<file path="config.mk">
export PLATFORM = sky130hd
export DESIGN_NAME = utf8_to_utf16_decoder
export DESIGN_NICKNAME = d
export VERILOG_FILES = /design/src/rtl/core/u8u16_pkg.sv /design/src/rtl/core/utf8_to_utf16_decoder.sv /design/src/rtl/core/u8u16_front.sv /design/src/rtl/core/u8u16_queue.sv /design/src/rtl/core/u8u16_back.sv
export SDC_FILE = /design/constraint.sdc
export NUM_CORES = 1
export LEC_CHECK = 0
export CAP_MARGIN = 20
export CORE_ASPECT_RATIO = 0.9
export CORE_UTILIZATION = 40
export DETAILED_ROUTE_END_ITERATION = 7
export DONT_BUFFER_PORTS = 1
export SYNTH_ARGS = -nofsm -noshare
export SYNTH_HDL_FRONTEND = slang
export SYNTH_SLANG_ARGS = --single-unit
</file>
<file path="constraint.sdc">
create_clock -name clk -period 11.8 [get_ports clk]
set_input_delay 0.59 -clock clk [delete_from_list [all_inputs] [get_ports clk]]
set_output_delay 0.59 -clock clk [all_outputs]
set_load 0.01 [all_outputs]
</file>
<file path="src/rtl/core/u8u16_pkg.sv">
// Package: beat types, queue bundle type and constants of the UTF-8 to UTF-16 decoder.
`timescale 1ns / 1ps

package u8u16_pkg;

	// Most code units that one input byte can cause
	localparam int MAX_UNITS      = 4;
	localparam int UNIT_IDX_W     = $clog2(MAX_UNITS);
	localparam int UNIT_CNT_W     = $clog2(MAX_UNITS + 1);
	localparam int QUEUE_DEPTH_DEF = 4;

	// Byte classification limits
	localparam logic [7:0]  ASCII_LIMIT   = 8'h80;
	localparam logic [7:0]  LEAD_MIN      = 8'hC2;
	localparam logic [7:0]  LEAD_LIMIT    = 8'hF5;
	localparam logic [7:0]  LEAD_3BYTE    = 8'hE0;
	localparam logic [7:0]  LEAD_4BYTE    = 8'hF0;
	localparam logic [7:0]  LEAD_4_TOP    = 8'hF4;
	localparam logic [7:0]  E0_CONT_MAX   = 8'h9F;
	localparam logic [7:0]  F0_CONT_MAX   = 8'h8F;
	localparam logic [7:0]  F4_CONT_MIN   = 8'h90;
	localparam logic [7:0]  CONT_MASK     = 8'hC0;
	localparam logic [7:0]  CONT_TAG      = 8'h80;

	// UTF-16 constants
	localparam logic [15:0] HIGH_SURR_BASE = 16'hD800;
	localparam logic [15:0] LOW_SURR_BASE  = 16'hDC00;
	localparam logic [20:0] SUPP_OFFSET    = 21'h10000;
	localparam logic [4:0]  SURR_TOP_BITS  = 5'b11011;

	typedef struct packed {
		logic [7:0] data_byte;
		logic       end_of_stream;
	} in_beat_t;

	typedef struct packed {
		logic [15:0] code_unit;
		logic        raw_escape;
		logic        last_of_run;
	} out_beat_t;

	// All units caused by one byte, in order
	typedef struct packed {
		logic [UNIT_CNT_W-1:0]           cnt;
		logic [MAX_UNITS-1:0][15:0]      unit;
		logic [MAX_UNITS-1:0]            esc;
	} bundle_t;

	typedef struct packed {
		logic empty;
		logic full;
	} queue_stat_t;

	// Escape unit for an invalid byte
	function automatic logic [15:0] esc_unit(input logic [7:0] b);
		esc_unit = LOW_SURR_BASE + {8'h00, b};
	endfunction

	function automatic logic is_cont(input logic [7:0] b);
		is_cont = (b & CONT_MASK) == CONT_TAG;
	endfunction

endpackage

</file>
<file path="src/rtl/core/utf8_to_utf16_decoder.sv">
// Top level of the UTF-8 to UTF-16 stream decoder.
// Input channel (byte_valid / byte_stall / byte_beat): one UTF-8 byte per beat with an
// end_of_stream flag that flushes an unfinished sequence as escape units.
// Output channel (unit_valid / unit_stall / unit_beat): one UTF-16 code unit per beat;
// raw_escape marks 0xDC00 plus an invalid byte, last_of_run marks the final unit
// caused by one input byte. A byte that only extends a sequence gives no beat.
// The bundle of a byte is written to the queue on the edge that takes the byte and
// is then loaded into the output register, from which its first unit is offered.
// Throughput: one byte per cycle while each byte gives at most one unit and the output
// is not stalled; a byte that gives k units holds the single output register until
// all k are offered. A queue of QUEUE_DEPTH bundles absorbs such bursts; byte_stall
// rises only when that queue is full.
// Reset clears the open sequence, the queue and the output register; no beat is
// offered until a byte arrives. A stalled output beat holds; the front end keeps
// taking bytes until the queue fills.
`timescale 1ns / 1ps

module utf8_to_utf16_decoder import u8u16_pkg::*; #(
	parameter int QUEUE_DEPTH = QUEUE_DEPTH_DEF
) (
	input  logic      clk,
	input  logic      arst_n,
	input  logic      byte_valid,
	output logic      byte_stall,
	input  in_beat_t  byte_beat,
	output logic      unit_valid,
	input  logic      unit_stall,
	output out_beat_t unit_beat
);

	logic        push;
	logic        pop;
	bundle_t     push_data;
	bundle_t     head;
	queue_stat_t qstat;

	u8u16_front u_front (
		.clk        (clk),
		.arst_n     (arst_n),
		.byte_valid (byte_valid),
		.byte_stall (byte_stall),
		.byte_beat  (byte_beat),
		.push       (push),
		.push_data  (push_data),
		.qstat      (qstat)
	);

	u8u16_queue #(
		.DEPTH (QUEUE_DEPTH)
	) u_queue (
		.clk       (clk),
		.arst_n    (arst_n),
		.push      (push),
		.push_data (push_data),
		.pop       (pop),
		.head      (head),
		.qstat     (qstat)
	);

	u8u16_back u_back (
		.clk        (clk),
		.arst_n     (arst_n),
		.head       (head),
		.qstat      (qstat),
		.pop        (pop),
		.unit_valid (unit_valid),
		.unit_stall (unit_stall),
		.unit_beat  (unit_beat)
	);

endmodule

</file>
<file path="src/rtl/core/u8u16_front.sv">
// Front end: takes input bytes, tracks the open sequence and builds the bundle of units per byte.
`timescale 1ns / 1ps

module u8u16_front import u8u16_pkg::*; (
	input  logic        clk,
	input  logic        arst_n,
	input  logic        byte_valid,
	output logic        byte_stall,
	input  in_beat_t    byte_beat,
	output logic        push,
	output bundle_t     push_data,
	input  queue_stat_t qstat
);

	logic [1:0]      held_cnt_q;
	logic [2:0][7:0] held_q;

	logic [1:0]      held_cnt_d;
	logic [2:0][7:0] held_d;
	bundle_t         bnd;
	logic            acc;

	assign byte_stall = qstat.full;
	assign acc        = byte_valid & ~qstat.full;
	assign push       = acc && (bnd.cnt != '0);
	assign push_data  = bnd;

	// Decode one byte against the held sequence
	always_comb begin
		logic [7:0]  b;
		logic [7:0]  h0;
		logic [2:0]  n;
		logic        brk;
		logic        start;
		logic [15:0] v3;
		logic [20:0] full4;

		b     = byte_beat.data_byte;
		h0    = held_q[0];
		n     = '0;
		brk   = 1'b0;
		start = 1'b0;
		bnd   = '0;
		held_d     = held_q;
		held_cnt_d = held_cnt_q;
		v3    = {h0[3:0], held_q[1][5:0], b[5:0]};
		full4 = {h0[2:0], held_q[1][5:0], held_q[2][5:0], b[5:0]} - SUPP_OFFSET;

		case (held_cnt_q)
			2'd0: begin
				start = 1'b1;
			end
			2'd1: begin
				if (!is_cont(b) ||
				    (h0 == LEAD_3BYTE && b <= E0_CONT_MAX) ||
				    (h0 == LEAD_4BYTE && b <= F0_CONT_MAX) ||
				    (h0 == LEAD_4_TOP && b >= F4_CONT_MIN)) begin
					brk = 1'b1;
				end else if (h0 < LEAD_3BYTE) begin
					bnd.unit[n[1:0]] = {5'b00000, h0[4:0], b[5:0]};
					n = n + 3'd1;
					held_cnt_d = 2'd0;
				end else begin
					held_d[1]  = b;
					held_cnt_d = 2'd2;
				end
			end
			2'd2: begin
				if (!is_cont(b)) begin
					brk = 1'b1;
				end else if (h0 < LEAD_4BYTE) begin
					if (v3[15:11] == SURR_TOP_BITS) begin
						brk = 1'b1;
					end else begin
						bnd.unit[n[1:0]] = v3;
						n = n + 3'd1;
						held_cnt_d = 2'd0;
					end
				end else begin
					held_d[2]  = b;
					held_cnt_d = 2'd3;
				end
			end
			default: begin
				if (!is_cont(b)) begin
					brk = 1'b1;
				end else begin
					bnd.unit[n[1:0]] = HIGH_SURR_BASE + {6'd0, full4[19:10]};
					n = n + 3'd1;
					bnd.unit[n[1:0]] = LOW_SURR_BASE + {6'd0, full4[9:0]};
					n = n + 3'd1;
					held_cnt_d = 2'd0;
				end
			end
		endcase

		// Broken sequence: escape every held byte, then restart on this byte
		if (brk) begin
			for (int i = 0; i < 3; i++) begin
				if (2'(i) < held_cnt_q) begin
					bnd.unit[n[1:0]] = esc_unit(held_q[i]);
					bnd.esc[n[1:0]]  = 1'b1;
					n = n + 3'd1;
				end
			end
			held_cnt_d = 2'd0;
			start      = 1'b1;
		end

		if (start) begin
			if (b < ASCII_LIMIT) begin
				bnd.unit[n[1:0]] = {8'h00, b};
				n = n + 3'd1;
			end else if (b < LEAD_MIN || b >= LEAD_LIMIT) begin
				bnd.unit[n[1:0]] = esc_unit(b);
				bnd.esc[n[1:0]]  = 1'b1;
				n = n + 3'd1;
			end else begin
				held_d[0]  = b;
				held_cnt_d = 2'd1;
			end
		end

		// End of stream flushes whatever is still open
		if (byte_beat.end_of_stream && held_cnt_d != 2'd0) begin
			for (int i = 0; i < 3; i++) begin
				if (2'(i) < held_cnt_d) begin
					bnd.unit[n[1:0]] = esc_unit(held_d[i]);
					bnd.esc[n[1:0]]  = 1'b1;
					n = n + 3'd1;
				end
			end
			held_cnt_d = 2'd0;
		end

		bnd.cnt = n;
	end

	// Sequence state
	always_ff @(posedge clk or negedge arst_n) begin
		if (!arst_n) begin
			held_cnt_q <= 2'd0;
		end else if (acc) begin
			held_cnt_q <= held_cnt_d;
		end
	end

	always_ff @(posedge clk) begin
		if (acc) begin
			held_q <= held_d;
		end
	end

	// Checks
	a_eos_flush: assert property (@(posedge clk) disable iff (!arst_n)
		(acc && byte_beat.end_of_stream) |=> (held_cnt_q == 2'd0))
		else $error("sequence still open after end of stream");

	a_bundle_size: assert property (@(posedge clk) disable iff (!arst_n)
		push |-> (push_data.cnt <= UNIT_CNT_W'(MAX_UNITS)))
		else $error("bundle holds too many units");

	a_held_or_emit: assert property (@(posedge clk) disable iff (!arst_n)
		(acc && !push) |=> (held_cnt_q != 2'd0))
		else $error("byte gave no unit and was not held");

endmodule

</file>
<file path="src/rtl/core/u8u16_queue.sv">
// Short bundle queue between the decode front end and the unit serialiser.
`timescale 1ns / 1ps

module u8u16_queue import u8u16_pkg::*; #(
	parameter int DEPTH = QUEUE_DEPTH_DEF
) (
	input  logic        clk,
	input  logic        arst_n,
	input  logic        push,
	input  bundle_t     push_data,
	input  logic        pop,
	output bundle_t     head,
	output queue_stat_t qstat
);

	localparam int PW = (DEPTH > 1) ? $clog2(DEPTH) : 1;
	localparam int CW = $clog2(DEPTH + 1);

	bundle_t         mem_q [DEPTH];
	logic [PW-1:0]   wr_ptr_q;
	logic [PW-1:0]   rd_ptr_q;
	logic [CW-1:0]   count_q;
	logic            do_push;
	logic            do_pop;

	assign qstat.empty = (count_q == '0);
	assign qstat.full  = (count_q == CW'(DEPTH));
	assign do_push     = push & ~qstat.full;
	assign do_pop      = pop & ~qstat.empty;
	assign head        = mem_q[rd_ptr_q];

	// Pointers and fill level
	always_ff @(posedge clk or negedge arst_n) begin
		if (!arst_n) begin
			wr_ptr_q <= '0;
			rd_ptr_q <= '0;
			count_q  <= '0;
		end else begin
			if (do_push) begin
				wr_ptr_q <= (wr_ptr_q == PW'(DEPTH - 1)) ? '0 : wr_ptr_q + 1'b1;
			end
			if (do_pop) begin
				rd_ptr_q <= (rd_ptr_q == PW'(DEPTH - 1)) ? '0 : rd_ptr_q + 1'b1;
			end
			if (do_push && !do_pop) begin
				count_q <= count_q + 1'b1;
			end else if (do_pop && !do_push) begin
				count_q <= count_q - 1'b1;
			end
		end
	end

	// Storage
	always_ff @(posedge clk) begin
		if (do_push) begin
			mem_q[wr_ptr_q] <= push_data;
		end
	end

	// Checks
	a_no_overflow: assert property (@(posedge clk) disable iff (!arst_n)
		push |-> !qstat.full)
		else $error("push into full queue");

	a_no_underflow: assert property (@(posedge clk) disable iff (!arst_n)
		pop |-> !qstat.empty)
		else $error("pop from empty queue");

	a_level_bound: assert property (@(posedge clk) disable iff (!arst_n)
		count_q <= CW'(DEPTH))
		else $error("queue level beyond depth");

endmodule

</file>
<file path="src/rtl/core/u8u16_back.sv">
// Back end: walks each queued bundle and drives one code unit per output beat.
`timescale 1ns / 1ps

module u8u16_back import u8u16_pkg::*; (
	input  logic        clk,
	input  logic        arst_n,
	input  bundle_t     head,
	input  queue_stat_t qstat,
	output logic        pop,
	output logic        unit_valid,
	input  logic        unit_stall,
	output out_beat_t   unit_beat
);

	logic                  unit_valid_q;
	out_beat_t             unit_beat_q;
	logic [UNIT_IDX_W-1:0] slot_q;
	logic                  load;
	logic                  last;

	assign unit_valid = unit_valid_q;
	assign unit_beat  = unit_beat_q;

	// Output register free and a bundle waiting
	assign load = ~qstat.empty & (~unit_valid_q | ~unit_stall);
	assign last = (slot_q == UNIT_IDX_W'(head.cnt - 1'b1));
	assign pop  = load & last;

	always_ff @(posedge clk or negedge arst_n) begin
		if (!arst_n) begin
			unit_valid_q <= 1'b0;
			slot_q       <= '0;
		end else begin
			if (!unit_valid_q || !unit_stall) begin
				unit_valid_q <= ~qstat.empty;
			end
			if (load) begin
				slot_q <= last ? '0 : slot_q + 1'b1;
			end
		end
	end

	always_ff @(posedge clk) begin
		if (load) begin
			unit_beat_q.code_unit   <= head.unit[slot_q];
			unit_beat_q.raw_escape  <= head.esc[slot_q];
			unit_beat_q.last_of_run <= last;
		end
	end

endmodule
</file>
==> reports/results.ini <==
[run_status]
status=finished with violations
violations=DRC

[critical_path]
crit_type=register to register
r2r-end=u_queue.count_q[2]$_DFFE_PN0P_
crit_path_frequent_cell=ha_1
reg2reg_slack_ns=4.12
end_kind=register
rr_startpoint=u_front.held_q[2]$_DFFE_PP_
worstPathArrival_ns=8.15
crit_path_start_kind=register
crit_slowest_cell=edfxtp_1
slowest_delay_ns=0.55
required_ns=12.28
ff2ff_path_depth=28
worst-path-max-fanout=12

[cts]
hold_buffers=1
clk_latency_ns=0.56
cts_tree=built
h-tree-depth=1
clockBufferDepth=3
cts-root-buf=clkbuf_16
postCtsSetupRepairBufs=0
numCtsBuffers=27
cts_resized=0
clock-sinks=258
cts.clk_slew.worst_paths_ns=0.07

[timing]
max_freq_ghz=0.130
setup_tns_ns=0
fin_worst_skew_ns=0.0168
hold_viol=0
tightest_slew_ns=1.01
grt_setup_unrepaired=no
period_needed_ns=7.68
finalSetupViolCount=0
maxSlewHeadroom_pct=31.8
layout_worst_path_cycle_share_pct=65.0
maxSlewViolCount=0

[die]
num_io_pins=33
die_area_sq_um=33600
core_area_sq_um=32100
die_x_um=193
die_h_um=174
initial_core_util_pct=40.9
num_rows=62

[pwr]
leakagePower_nw=4.98
ir_worst_vdd_uv=143
powerDensity_nw_per_um2=209
finalPower_mw=3.00

[min_path]
hold_path_end=u_back.unit_valid$_DFFE_PN0N_
hp-start=unit_stall
hold_path_depth=2
worstHoldPathType=input pin to register

[grt]
antenna_found_initial=0
grt_pass1_wl_mm=52.8
overflow=0
grt_pass1_vias=8232
grt_max_degree=54
gr-usage-all-layers_pct=21.1

[yosys]
yosys.area_share.xor_xnor_pct=0.790
ys_seq_area_share_pct=58.5
synth-compound-area-share_pct=11.5
ys_ff_latch=258
synthMuxAreaShare_pct=13.2
syn_area_sq_um=13100
synth_top_family_by_area=multiplexers
synthSimpleGateAreaFrac_pct=9.38
synth_edf_count=246
ys_warn_count=0
synth_fp_nets=1040
synth.distinct_cells=70
synth_fa_ha_area_share_pct=3.20
synthArstFlopShare_pct=4.65
postSynthCellCount=994
syn_avg_cell_area_sq_um=13.2
ys.flop_type=edfxtp_1

[drt]
detail-route-antenna-nets=0
wire_per_inst_um=24.8
drcViolationCount=1
dr_total_vias=8578
drtIter0Drc=1104
drtPass1Iterations=7
vias_per_cell=6.07
routed_wl_mm=35.0

[finish]
area_delta_synth_final_pct=9.21
layout.nets=1022
fin_cells=1413
layout-drive-gt1-share_pct=14.3
final_core_util_pct=44.7
antennaDiodeCount=0

[placed_design]
dp.cells=1362
place_hpwl_mm=24.1
place_congestion=0.993
numPortBuffers=0

[job]
cap_violations=0

-- routing by layer --
layer  wire length (um)  vias up  track usage, %
li1                   -     3822               -
met1              16200     4291            32.1
met2              15300      404            30.9
met3               2570       61            3.63
met4                937        0            5.53
met5                  0        -               0
-- registers in the layout (all words and copies together) (netlist names) --
register and flops:
u_back.slot_q 2, u_back.unit_beat 18, u_back.unit_valid 1, u_front.held_cnt_q 2, u_front.held_q 24, u_queue.count_q 3
u_queue.mem_q 204, u_queue.rd_ptr_q 2, u_queue.wr_ptr_q 2
-- stage by stage --
step                      worst slack [ns]  hold WS (ns)  cell area [sq um]
final                                 4.12         0.167              14400
after global routing                  3.54         0.175              14400
after CTS                             4.16         0.144              14400
after detailed placement              4.16         0.295              13500
after global placement                4.38         0.295              13500
after floorplan                       4.19         0.294              13100
-- kinds of logic after synthesis --
family,count (synthesis)
XOR/XNOR,11
multiplexers,97
other,1
flip-flops,258
AO/OA/AOI/OAI,228
buffers and inverters,106
AND/OR/NAND/NOR,260
adder cells (fa/ha/maj),33
-- synthesized netlist by cell type, types with 6 or more instances --
cell type | count | area (sq um)
edfxtp_1 | 246 | 7390
a21oi_1 | 43 | 215
o22ai_1 | 30 | 188
o21ai_0 | 42 | 210
mux2i_1 | 32 | 320
buf_1 | 11 | 41.3
inv_1 | 41 | 154
nand3_1 | 57 | 285
mux4_2 | 60 | 1350
and3_1 | 10 | 62.6
xor2_1 | 6 | 52.6
nor2_1 | 51 | 191
dfrtp_1 | 12 | 300
a31oi_1 | 25 | 156
a211oi_1 | 11 | 82.6
nor3_1 | 6 | 30.0
nand2b_1 | 10 | 62.6
and2_1 | 18 | 113
a21boi_0 | 6 | 45.0
a22oi_1 | 15 | 113
ha_1 | 32 | 400
a21o_1 | 7 | 52.6
clkbuf_1 | 30 | 113
buf_2 | 17 | 85.1
nand2_1 | 89 | 334
-- area by class of cell --
| class | instances | area (sq um) |
|---|---|---|
| timing repair buffer | 16 | 123 |
| fill | 2934 | 17800 |
| multi-input combinational | 630 | 5030 |
| tap | 416 | 520 |
| clock inverter | 14 | 116 |
| clock buffer | 36 | 709 |
| sequential | 258 | 7690 |
| inverter | 43 | 161 |
-- worst max-delay path, delay by kind of cell, from the launching register on --
family / cells / cell delay, ns
compound gates: 7 / 2.04
xor+xnor: 2 / 0.32
fa+ha+maj: 8 / 2.45
buf+inv: 3 / 0.33
flops: 1 / 0.55
mux: 2 / 0.56
simple gates: 6 / 1.38
-- how the worst max path moves through the flow --
stage,start,end,cells after the start
2_1_floorplan,byte_beat[7],u_queue.mem_q[0][0]$_DFFE_PP_,26
3_3_place_gp,u_front.held_q[2]$_DFFE_PP_,u_queue.count_q[2]$_DFFE_PN0P_,28
3_5_place_dp,u_front.held_q[2]$_DFFE_PP_,u_queue.count_q[2]$_DFFE_PN0P_,28
4_1_cts,u_front.held_q[2]$_DFFE_PP_,u_queue.count_q[2]$_DFFE_PN0P_,28
5_1_grt,u_front.held_cnt_q[1]$_DFFE_PN0P_,u_queue.count_q[2]$_DFFE_PN0P_,29
6_report,u_front.held_q[2]$_DFFE_PP_,u_queue.count_q[2]$_DFFE_PN0P_,28
-- power by group --
part / switching [mW] / internal [mW]
Sequential: 0.142 / 1.27
Combinational: 0.438 / 0.353
Clock: 0.352 / 0.448
Total: 0.932 / 2.07
-- placed cells by master (no fill, tap or decap), types with 7 or more instances in the layout --
cell / count
mux4_2: 60
inv_1: 41
a22oi_1: 15
mux2i_1: 32
a21o_1: 7
and2_1: 14
nand3_1: 57
o22ai_1: 30
o21ai_0: 41
buf_4: 15
clkbuf_16: 27
a31oi_1: 25
and3_1: 10
nand2b_1: 10
ha_1: 32
dfrtp_1: 10
a21oi_1: 42
nor2_1: 51
clkbuf_1: 9
a211oi_1: 11
edfxtp_1: 246
nand2_1: 89
(Power assumes the default switching activity.)
